### config.mk
export PLATFORM = sky130hd
export DESIGN_NAME = c_escape_text_formatter_top_flat
export DESIGN_NICKNAME = d
export VERILOG_FILES = /design/src/rtl/cetf_pkg.sv /design/src/rtl/cetf_in_if.sv /design/src/rtl/cetf_out_if.sv /design/src/rtl/cetf_front.sv /design/src/rtl/cetf_queue.sv /design/src/rtl/cetf_back.sv /design/src/rtl/c_escape_text_formatter_top.sv /design/src/flat_wrapper.sv
export SDC_FILE = /design/constraint.sdc
export NUM_CORES = 1
export LEC_CHECK = 0
export ABC_AREA = 1
export CAP_MARGIN = 25
export CORE_UTILIZATION = 25
export CTS_CLUSTER_DIAMETER = 80
export DETAILED_ROUTE_END_ITERATION = 7
export DONT_BUFFER_PORTS = 1
export HOLD_SLACK_MARGIN = 0.08
export PLACE_DENSITY = 0.41
export SYNTH_ARGS = -nofsm -noshare
export SYNTH_HDL_FRONTEND = slang
export SYNTH_SLANG_ARGS = --single-unit
### constraint.sdc
create_clock -name i_clk -period 3.48 [get_ports i_clk]
set_clock_uncertainty 0.05 [all_clocks]
set_input_delay 0.696 -clock i_clk [delete_from_list [all_inputs] [get_ports i_clk]]
set_output_delay 0.696 -clock i_clk [all_outputs]
set_load 0.03 [all_outputs]
### src/rtl/cetf_pkg.sv
package cetf_pkg;

    // kind of work the front hands to the back
    typedef enum logic [2:0] {
        OP_NONE     = 3'd0,
        OP_PASS     = 3'd1,
        OP_LETTER   = 3'd2,
        OP_OCTAL    = 3'd3,
        OP_ELLIPSIS = 3'd4
    } t_op;

    // one queue entry: what to emit and whether a terminator follows
    typedef struct packed {
        t_op        op;
        logic [7:0] data;
        logic       last;
    } t_entry;

    localparam logic [6:0] CH_NUL       = 7'h00;
    localparam logic [6:0] CH_SPACE     = 7'h20;
    localparam logic [6:0] CH_DOT       = 7'h2E;
    localparam logic [6:0] CH_ZERO      = 7'h30;
    localparam logic [6:0] CH_BACKSLASH = 7'h5C;

    localparam logic [7:0] PRINT_LO    = 8'h20;
    localparam logic [7:0] PRINT_HI    = 8'h7E;
    localparam logic [7:0] LIMIT_RESET = 8'd62;
    localparam logic [8:0] COUNT_MAX   = 9'd511;

    // escape letter of a control byte, zero when the byte has none
    function automatic logic [6:0] escape_letter(input logic [7:0] b);
        logic [6:0] l;
        case (b)
            8'h07:   l = 7'h61; // a
            8'h08:   l = 7'h62; // b
            8'h0C:   l = 7'h66; // f
            8'h0A:   l = 7'h6E; // n
            8'h0D:   l = 7'h72; // r
            8'h09:   l = 7'h74; // t
            8'h0B:   l = 7'h76; // v
            default: l = CH_NUL;
        endcase
        return l;
    endfunction

    // number of text characters an op produces
    function automatic logic [2:0] op_chars(input t_op op);
        logic [2:0] n;
        case (op)
            OP_PASS:     n = 3'd1;
            OP_LETTER:   n = 3'd2;
            OP_OCTAL:    n = 3'd4;
            OP_ELLIPSIS: n = 3'd4;
            default:     n = 3'd0;
        endcase
        return n;
    endfunction

endpackage

### src/rtl/cetf_in_if.sv
interface cetf_in_if;
    logic       valid;
    logic       ready;
    logic [7:0] in_byte;
    logic       last_in;

    modport source (output valid, output in_byte, output last_in, input ready);
    modport sink   (input valid, input in_byte, input last_in, output ready);
endinterface

### src/rtl/cetf_out_if.sv
interface cetf_out_if;
    logic       valid;
    logic       ready;
    logic [6:0] out_char;
    logic       last_out;

    modport source (output valid, output out_char, output last_out, input ready);
    modport sink   (input valid, input out_char, input last_out, output ready);
endinterface

### src/rtl/cetf_front.sv
module cetf_front (
    input  logic            i_clk,
    input  logic            i_rst_n,
    input  logic            i_cfg_we,
    input  logic [7:0]      i_cfg_data,
    cetf_in_if.sink         i_in,
    input  logic            i_q_full,
    output logic            o_push,
    output cetf_pkg::t_entry o_entry
);
    import cetf_pkg::*;

    logic [7:0] r_limit;
    logic [8:0] r_count, n_count;
    logic       r_cut, n_cut;
    logic       w_accept;
    logic [2:0] w_add;
    logic [9:0] w_sum;
    logic [6:0] w_letter;
    t_entry     w_entry;

    assign i_in.ready = !i_q_full;
    assign w_accept   = i_in.valid && i_in.ready;
    assign w_letter   = escape_letter(i_in.in_byte);
    assign w_sum      = {1'b0, r_count} + {7'd0, w_add};

    // classify the byte and advance the column count
    always_comb begin
        w_entry.op   = OP_NONE;
        w_entry.data = i_in.in_byte;
        w_entry.last = i_in.last_in;
        w_add        = 3'd0;
        n_cut        = r_cut;
        if (!r_cut) begin
            if (r_count >= {1'b0, r_limit}) begin
                w_entry.op = OP_ELLIPSIS;
                w_add      = 3'd4;
                n_cut      = 1'b1;
            end else if (i_in.in_byte >= PRINT_LO && i_in.in_byte <= PRINT_HI) begin
                w_entry.op = OP_PASS;
                w_add      = 3'd1;
            end else if (w_letter != CH_NUL) begin
                w_entry.op   = OP_LETTER;
                w_entry.data = {1'b0, w_letter};
                w_add        = 3'd2;
            end else begin
                w_entry.op = OP_OCTAL;
                w_add      = 3'd4;
            end
        end
        n_count = w_sum[9] ? COUNT_MAX : w_sum[8:0];
        // end of string starts the next one fresh
        if (i_in.last_in) begin
            n_count = '0;
            n_cut   = 1'b0;
        end
    end

    assign o_push  = w_accept && (w_entry.op != OP_NONE || w_entry.last);
    assign o_entry = w_entry;

    // limit register and string state
    always_ff @(posedge i_clk) begin
        if (!i_rst_n) begin
            r_limit <= LIMIT_RESET;
            r_count <= '0;
            r_cut   <= 1'b0;
        end else begin
            if (i_cfg_we) begin
                r_limit <= i_cfg_data;
            end
            if (w_accept) begin
                r_count <= n_count;
                r_cut   <= n_cut;
            end
        end
    end

    // count never exceeds the worst overshoot of a cut string
    a_count_bound: assert property (@(posedge i_clk) disable iff (!i_rst_n)
        r_count <= 9'd262)
        else $error("column count beyond reachable range");

    // a cut string has always emitted the ellipsis
    a_cut_count: assert property (@(posedge i_clk) disable iff (!i_rst_n)
        r_cut |-> r_count >= 9'd4)
        else $error("cut flag set without ellipsis count");

endmodule

### src/rtl/cetf_queue.sv
module cetf_queue #(
    parameter int DEPTH = 4
) (
    input  logic             i_clk,
    input  logic             i_rst_n,
    input  logic             i_push,
    input  cetf_pkg::t_entry i_entry,
    output logic             o_full,
    input  logic             i_pop,
    output cetf_pkg::t_entry o_head,
    output logic             o_empty
);
    import cetf_pkg::*;

    localparam int PTR_W = (DEPTH > 1) ? $clog2(DEPTH) : 1;
    localparam int CNT_W = $clog2(DEPTH + 1);

    t_entry             r_mem [DEPTH];
    logic [PTR_W-1:0]   r_wr, r_rd;
    logic [CNT_W-1:0]   r_cnt;
    logic               w_push, w_pop;

    assign o_full  = (r_cnt == CNT_W'(DEPTH));
    assign o_empty = (r_cnt == '0);
    assign o_head  = r_mem[r_rd];
    assign w_push  = i_push && !o_full;
    assign w_pop   = i_pop && !o_empty;

    // entry storage
    always_ff @(posedge i_clk) begin
        if (w_push) begin
            r_mem[r_wr] <= i_entry;
        end
    end

    // pointers and fill count
    always_ff @(posedge i_clk) begin
        if (!i_rst_n) begin
            r_wr  <= '0;
            r_rd  <= '0;
            r_cnt <= '0;
        end else begin
            if (w_push) begin
                r_wr <= (r_wr == PTR_W'(DEPTH - 1)) ? '0 : r_wr + 1'b1;
            end
            if (w_pop) begin
                r_rd <= (r_rd == PTR_W'(DEPTH - 1)) ? '0 : r_rd + 1'b1;
            end
            case ({w_push, w_pop})
                2'b10:   r_cnt <= r_cnt + 1'b1;
                2'b01:   r_cnt <= r_cnt - 1'b1;
                default: r_cnt <= r_cnt;
            endcase
        end
    end

    // no transfer is lost against a full queue
    a_no_overflow: assert property (@(posedge i_clk) disable iff (!i_rst_n)
        i_push |-> !o_full)
        else $error("push into full queue");

endmodule

### src/rtl/cetf_back.sv
module cetf_back (
    input  logic             i_clk,
    input  logic             i_rst_n,
    input  cetf_pkg::t_entry i_head,
    input  logic             i_empty,
    output logic             o_pop,
    cetf_out_if.source       o_out
);
    import cetf_pkg::*;

    logic       r_valid;
    logic [6:0] r_char;
    logic       r_last;
    logic [2:0] r_idx;
    logic [2:0] w_nchar, w_len;
    logic [6:0] w_char;
    logic       w_last, w_step, w_end;

    assign w_nchar = op_chars(i_head.op);
    assign w_len   = w_nchar + {2'd0, i_head.last};
    assign w_step  = !i_empty && (!r_valid || o_out.ready);
    assign w_end   = (r_idx == w_len - 3'd1);
    assign o_pop   = w_step && w_end;

    // character at the current position of the head entry
    always_comb begin
        w_char = CH_NUL;
        w_last = 1'b0;
        if (r_idx < w_nchar) begin
            case (i_head.op)
                OP_PASS: begin
                    w_char = i_head.data[6:0];
                end
                OP_LETTER: begin
                    w_char = (r_idx == 3'd0) ? CH_BACKSLASH : i_head.data[6:0];
                end
                OP_OCTAL: begin
                    case (r_idx)
                        3'd0:    w_char = CH_BACKSLASH;
                        3'd1:    w_char = CH_ZERO + {5'd0, i_head.data[7:6]};
                        3'd2:    w_char = CH_ZERO + {4'd0, i_head.data[5:3]};
                        default: w_char = CH_ZERO + {4'd0, i_head.data[2:0]};
                    endcase
                end
                OP_ELLIPSIS: begin
                    w_char = (r_idx == 3'd0) ? CH_SPACE : CH_DOT;
                end
                default: begin
                    w_char = CH_NUL;
                end
            endcase
        end else begin
            w_last = 1'b1;
        end
    end

    // output register and position counter
    always_ff @(posedge i_clk) begin
        if (!i_rst_n) begin
            r_valid <= 1'b0;
            r_idx   <= '0;
        end else begin
            if (w_step) begin
                r_valid <= 1'b1;
                r_idx   <= w_end ? 3'd0 : r_idx + 3'd1;
            end else if (o_out.ready) begin
                r_valid <= 1'b0;
            end
        end
    end

    always_ff @(posedge i_clk) begin
        if (w_step) begin
            r_char <= w_char;
            r_last <= w_last;
        end
    end

    assign o_out.valid    = r_valid;
    assign o_out.out_char = r_char;
    assign o_out.last_out = r_last;

    // terminator carries character zero
    a_term_nul: assert property (@(posedge i_clk) disable iff (!i_rst_n)
        r_valid && r_last |-> r_char == CH_NUL)
        else $error("terminator with nonzero character");

    // position never runs past the longest sequence
    a_idx_bound: assert property (@(posedge i_clk) disable iff (!i_rst_n)
        r_idx <= 3'd4)
        else $error("sequence position out of range");

endmodule

### src/rtl/c_escape_text_formatter_top.sv
// C-style escape text formatter. Bytes come in one per transfer on i_in and
// leave as display text, one character per transfer on o_out: printable bytes
// as they are, the seven common control bytes as a backslash and a letter,
// everything else as a backslash and three octal digits. Once the column
// count reaches the limit written through i_cfg_we/i_cfg_data (reset 62), the
// string is cut with " ..." and its remaining bytes are dropped; the last
// byte of a string is always followed by a terminator (character 0, last_out
// high). The front accepts one byte per cycle while the entry queue of
// QUEUE_DEPTH entries has room; the back emits one character per cycle while
// o_out is ready, so a byte takes one character (printable), two (letter
// escape) or four (octal escape or ellipsis) of output, plus one for the
// terminator, and a dropped byte takes none. The output character port sets
// the sustained rate: five characters per byte at worst, for an octal escape or ellipsis on the last byte.
module c_escape_text_formatter_top #(
    parameter int QUEUE_DEPTH = 4
) (
    input  logic       i_clk,
    input  logic       i_rst_n,
    input  logic       i_cfg_we,
    input  logic [7:0] i_cfg_data,
    cetf_in_if.sink    i_in,
    cetf_out_if.source o_out
);
    import cetf_pkg::*;

    logic   w_push, w_full, w_pop, w_empty;
    t_entry w_entry, w_head;

    // classification and column state
    cetf_front u_front (
        .i_clk      (i_clk),
        .i_rst_n    (i_rst_n),
        .i_cfg_we   (i_cfg_we),
        .i_cfg_data (i_cfg_data),
        .i_in       (i_in),
        .i_q_full   (w_full),
        .o_push     (w_push),
        .o_entry    (w_entry)
    );

    // decoupling queue
    cetf_queue #(
        .DEPTH (QUEUE_DEPTH)
    ) u_queue (
        .i_clk   (i_clk),
        .i_rst_n (i_rst_n),
        .i_push  (w_push),
        .i_entry (w_entry),
        .o_full  (w_full),
        .i_pop   (w_pop),
        .o_head  (w_head),
        .o_empty (w_empty)
    );

    // character expansion
    cetf_back u_back (
        .i_clk   (i_clk),
        .i_rst_n (i_rst_n),
        .i_head  (w_head),
        .i_empty (w_empty),
        .o_pop   (w_pop),
        .o_out   (o_out)
    );

endmodule
### src/flat_wrapper.sv
// flat-port wrapper written by rule: the top's interface ports become plain ports
module c_escape_text_formatter_top_flat import cetf_pkg::*;
#(
    parameter int QUEUE_DEPTH = 4
)
  (i_clk, i_rst_n, i_cfg_we, i_cfg_data, i_in_valid, i_in_in_byte, i_in_last_in, i_in_ready, o_out_valid, o_out_out_char, o_out_last_out, o_out_ready);
  cetf_in_if i_in_i ();
  cetf_out_if o_out_i ();
  input  logic i_clk;
  input  logic i_rst_n;
  input  logic i_cfg_we;
  input  logic [7:0] i_cfg_data;
  input wire logic [$bits(i_in_i.valid)-1:0] i_in_valid;
  input wire logic [$bits(i_in_i.in_byte)-1:0] i_in_in_byte;
  input wire logic [$bits(i_in_i.last_in)-1:0] i_in_last_in;
  output wire logic [$bits(i_in_i.ready)-1:0] i_in_ready;
  output wire logic [$bits(o_out_i.valid)-1:0] o_out_valid;
  output wire logic [$bits(o_out_i.out_char)-1:0] o_out_out_char;
  output wire logic [$bits(o_out_i.last_out)-1:0] o_out_last_out;
  input wire logic [$bits(o_out_i.ready)-1:0] o_out_ready;
  assign i_in_i.valid = i_in_valid;
  assign i_in_i.in_byte = i_in_in_byte;
  assign i_in_i.last_in = i_in_last_in;
  assign i_in_ready = i_in_i.ready;
  assign o_out_valid = o_out_i.valid;
  assign o_out_out_char = o_out_i.out_char;
  assign o_out_last_out = o_out_i.last_out;
  assign o_out_i.ready = o_out_ready;
  c_escape_text_formatter_top #(.QUEUE_DEPTH(QUEUE_DEPTH)) u_core (.i_clk(i_clk), .i_rst_n(i_rst_n), .i_cfg_we(i_cfg_we), .i_cfg_data(i_cfg_data), .i_in(i_in_i), .o_out(o_out_i));
endmodule
Word-level counts from Yosys, hierarchy flattened:

Memories as Yosys holds them, arrays and structs flattened. A register that Yosys moved wholly into a read port is not among the register bits.
Index checks and enable logic that the tools add are counted.

* input port bits: 22
* memories: 1
* output and inout port bits: 10
* RAM bits: 48
* logic and storage cells: 97
* flip-flop bits (word level): 37

Memory list
* u_core.u_queue.r_mem: words 4, width 12, rd ports 1, clocked after memory_dff 1, wr ports 1, RTL line cetf_queue.sv:18 `t_entry r_mem [DEPTH];`

* mux-type cells: 33
* order comparisons: 4
* equality and inequality tests: 19
* reductions and logical operators: 19
* add/subtract/negate cells: 11

Operator list (number)
* one-hot mux 7 bit (7 select lines): 1
* == test 8 x 4 -> 1 bit, second input constant: 6
* one-hot mux 7 bit (4 select lines): 1
* two-way mux 8 bit: 3
* one-hot mux 7 bit (3 select lines): 1
* two-way mux 3 bit: 6
* two-way mux 9 bit: 2
* adder 6 x 3 -> 7 bit, first input constant: 2
* two-way mux 11 bit: 1
* adder 9 x 3 -> 10 bit: 1
* two-way mux 2 bit: 5
* == test 3 x 2 -> 1 bit, second input constant: 3
* >= comparator 9 x 8 -> 1 bit: 1
* two-way mux 1 bit: 9
* one-hot mux 3 bit (3 select lines): 1
* == test 8 x 3 -> 1 bit, second input constant: 1
* >= comparator 8 x 6 -> 1 bit, second input constant: 1
* <= comparator 8 x 7 -> 1 bit, second input constant: 1
* adder 6 x 2 -> 7 bit, first input constant: 1
* logical AND 1 bit: 7
* two-way mux 7 bit: 1
* nonzero test 7 bit: 1
* adder 3 x 1 -> 3 bit, second input constant: 2
* == test 2 bit, second input constant: 3
* 16 further kinds: 25

Depth between registers and ports, before layout:

* word-level depth: 13
* mapped depth: 22
* depth with buffers taken out: 21

Hierarchy:

Synthesis repeated with hierarchy kept, for this count alone.

* cells, all modules: 562
* area, all modules: 4774.6 um^2

Modules (own cells, without submodules)
* cetf_queue: area each 2279.7 um^2, cells each 187, times used 1
* cetf_front: area each 1507.7 um^2, cells each 245, times used 1
* cetf_back: area each 987.2 um^2, cells each 130, times used 1

Least setup slack after synthesis:

OpenSTA, ideal clock, no wires.

* path type: flip-flop to flip-flop
* start point: reg with a tool-made name
* end point: reg u_core.u_queue.r_cnt[2]
* arrival: 2.985 ns
* cell stages (with the launch flop): 21
* setup slack: 0.323 ns
* path buffers: 3
* cell sequence: dfxtp_1 buf_6 inv_4 buf_6 buf_4 nand2_1 a32o_1 ha_1 ha_1 xor2_1 nand2_1 nor2_1 nand2_2 inv_1 ha_1 inv_1 fa_1 a21oi_1 o21ai_0 o21ai_0 a21oi_1

RTL lines
* to (signal assigned): RTL line cetf_queue.sv:50 `2'b10: r_cnt <= r_cnt + 1'b1;`
* to (signal assigned): RTL line cetf_queue.sv:51 `2'b01: r_cnt <= r_cnt - 1'b1;`
* to (signal assigned): RTL line cetf_queue.sv:52 `default: r_cnt <= r_cnt;`
* to (decl): RTL line cetf_queue.sv:20 `logic [CNT_W-1:0] r_cnt;`

Worst setup path in the final report:

* start point: reg u_core.u_front.r_limit[6]
* end point: reg u_core.u_front.r_count[4]

* word-level cells in the longest chain between the ends: 6

Ends and longest elaborated chain
* from (decl): RTL line cetf_front.sv:13 `logic [7:0] r_limit;`
* from (signal assigned): RTL line cetf_front.sv:70 `r_limit <= i_cfg_data;`
* >= comparator 9 x 8 -> 1 bit: RTL line cetf_front.sv:35 `if (r_count >= {1'b0, r_limit}) begin`
* two-way mux 3 bit: RTL line cetf_front.sv:35
* two-way mux 3 bit: RTL line cetf_front.sv:34 `if (!r_cut) begin`
* adder 9 x 3 -> 10 bit: RTL line cetf_front.sv:25 `assign w_sum = {1'b0, r_count} + {7'd0, w_add};`
* two-way mux 9 bit: RTL line cetf_front.sv:51 `n_count = w_sum[9] ? COUNT_MAX : w_sum[8:0];`
* two-way mux 9 bit: RTL line cetf_front.sv:53 `if (i_in.last_in) begin`
* to (signal assigned): RTL line cetf_front.sv:73 `r_count <= n_count;`
* to (decl): RTL line cetf_front.sv:14 `logic [8:0] r_count, n_count;`

Every way passes these cells.
A chain may end at the register's enable or synchronous reset.

==> reports/results.tsv <==
metric	value	unit
status	finished, violations left	
violations	design-rule violations	
path_buf_inv	3	
die-area	0.0194	sq mm
post_cts_resized	0	
p_comb_frac	0.373	
clock_latency	0.34	ns
p_switching	0.00156	W
synth_area_leaders	edfxtp_1, dfxtp_1, nand2_1, ha_1, inv_1	
diodes	0	
drv_slew	0	
routedWlPerCell	13.4	microns
worstPathMaxFanout	5	
ir_drop	0.349	mV
fmax	314	MHz
critPathLaunchType	flip-flop	
postCtsSetupBuffers	0	
syn_area	0.00470	sq mm
synthCells	543	
max-cap-violations	0	
area_growth	13.5	%
synth-edff-count	56	
ys.flop_type	edfxtp_1	
async_flop_share	0	
core_area	0.0182	sq mm
syn_nets	592	
dp_cells	772	
cts_tree	built	
p_seq_frac	0.383	
yosysTopAreaCell	edfxtp_1	
slowest_stage	ha_1	
ant_nets	0	
grt_pass1_vias	3493	
rows	49	
io_pins	32	
netlist-cell-type-count	42	
ys_ff_latch	87	
cp.required	3.70	ns
relSlewSlack	0.623	
max_stage_delay	0.38	ns
yosysWarnings	0	
drive_gt1_frac	0.104	
wl	10600	microns
clk_pin_slew	0.07	ns
grt_max_degree	19	
drc	2	
synth_top_area_share	0.358	
fin_nets	603	
place_hpwl	8070	microns
ys_seq_area_frac	0.489	
period_needed	3.18	ns
finalSetupViolCount	0	
root_buffer	clkbuf_16	
swShare	0.392	
grt_overflow	0	
powerDensity	745	mW/mm^2
finish.utilization	0.293	
vias_per_cell	4.45	
cts_htree_levels	3	
cp_data_arrival_time	3.41	ns
firstDrtPassIters	6	
place_congestion	0.793	
postCtsHoldBufs	0	
rsz0062_at_grt	true	
synth.avg_cell_area	8.66	sq um
grt_util_all_layers	0.119	
cts_sinks	87	
power.leakage	2.25	nW
die_x	139	microns
drtIter0Drc	160	
internal-power	0.00242	W
start_util	0.258	
clockPowerShare	0.244	
hp-class	in2reg	
fin_crit_sh	0.914	
critPathKind	reg2reg	
critPathTopFamily	simple AND/OR/NAND/NOR gates	
cp-end-kind	flip-flop	
instances_no_fill	788	
clockBufferDepth	2	
worst_slew_pin_slew	0.559	ns
yosys.cell_count.top_type	nand2_1	
antenna_found_initial	0	
chipHeight	139	microns
grt_pass1_wl	17900	microns
fillCellCount	1868	
hold_viol	0	
critical_path.cell_chain	inv_1, ha_1, a21o_1, a21oi_1, nand3_1, nor2_4, inv_1, nand2_1, o21ai_0, ha_1, nand3_1, nand3_1, nand2_1, nor2_1, inv_1, o21ai_0, nand2_1, a21oi_1	
port_buffers	0	
cts_made_buffers	9	
num_vias	3510	
yosys-top-cells-count	nand2_1, inv_1, edfxtp_1, nor2_1, nand3_1	
## layer usage
| layer | share of wire | global-route usage |
|---|---|---|
| met1 | 0.46 | 0.143 |
| met2 | 0.48 | 0.202 |
| met4 | 0.012 | 0.0368 |
| met5 | 0 | 0 |
| met3 | 0.041 | 0.0359 |
## path summary, 6_finish.rpt
check,startpoint,to,slack [ns],cells past startpoint
max,u_core.u_front.r_limit[6]$_SDFFE_PN0P_,u_core.u_front.r_count[4]$_SDFFE_PN0P_,0.30,18
min,i_in_last_in,u_core.u_queue.r_mem[3][0]$_DFFE_PP_,0.40,0
max reg2reg,u_core.u_front.r_limit[6]$_SDFFE_PN0P_,u_core.u_front.r_count[4]$_SDFFE_PN0P_,0.30,18
min reg2reg,u_core.u_queue.r_cnt[0]$_SDFFE_PN0P_,u_core.u_queue.r_cnt[0]$_SDFFE_PN0P_,0.41,1
## layout make-up
class / instances / area, sq um / share of cell area
flip-flops and latches: 87 / 2310 / 0.433
inverters: 74 / 285 / 0.0535
repair buffers: 12 / 90.1 / 0.0169
well taps: 229 / 287 / 0.0537
clock inverters: 3 / 23.8 / 0.00445
clock buffers: 13 / 282 / 0.0528
multi-input cells: 370 / 2060 / 0.386
## layout by cell type, fill, tap and decap left out, types with 3 or more instances in the layout
master / instances
buf_4: 12
clkbuf_16: 10
nand3_1: 39
edfxtp_1: 56
a31oi_1: 3
ha_1: 25
dfxtp_1: 28
nand2_1: 120
nor2_1: 48
nand4_1: 7
a21oi_1: 37
o21ai_0: 36
nand3_2: 5
o21ai_1: 3
nand2_2: 6
nor2_4: 3
nand2_4: 4
nor3_1: 6
inv_1: 71
xor2_1: 5
## power groups by stage
stage	Sequential, W	Clock, W	Combinational, W
2_1_floorplan	0.00149	0	0.00116
3_3_place_gp	0.00154	0	0.00145
3_5_place_dp	0.00154	0	0.00147
4_1_cts	0.00152	0.00101	0.00147
5_1_grt	0.00154	0.00104	0.00170
6_report	0.00152	0.000969	0.00148
## cell families (layout without fill, tap and decap cells)
group,Yosys count,count (layout),synth area share
flip-flops,87,87,0.489
adder cells (fa/ha/maj),27,27,0.0750
AO/OA/AOI/OAI,89,89,0.105
AND/OR/NAND/NOR,247,247,0.241
buffers and inverters,86,102,0.0771
XOR/XNOR,7,7,0.0130
## state kept, by name, indices dropped and copies added, names as in the netlist, named ones only
signal / cells
u_core.u_back.o_out.valid: 1
u_core.u_queue.r_mem: 48
u_core.u_back.o_out.last_out: 1
u_core.u_back.o_out.out_char: 7
u_core.u_queue.r_rd: 2
u_core.u_front.r_count: 9
u_core.u_back.r_idx: 3
u_core.u_queue.r_cnt: 3
u_core.u_front.r_cut: 1
u_core.u_queue.r_wr: 2
u_core.u_front.r_limit: 8
## metrics by stage
step                setup slack, ns  area, sq um   TNS [ns]  hold slack [ns]  total power, W
global placement              0.183         5000          0            0.388         0.00300
floorplan                     0.323         4700          0            0.373         0.00266
finish                        0.298         5340          0            0.396         0.00397
CTS                          0.0814         5310          0            0.380         0.00400
detailed placement           0.0911         5000          0            0.396         0.00301
global route              -0.000232         5340  -0.000232            0.374         0.00429
(Power assumes the default switching activity.)
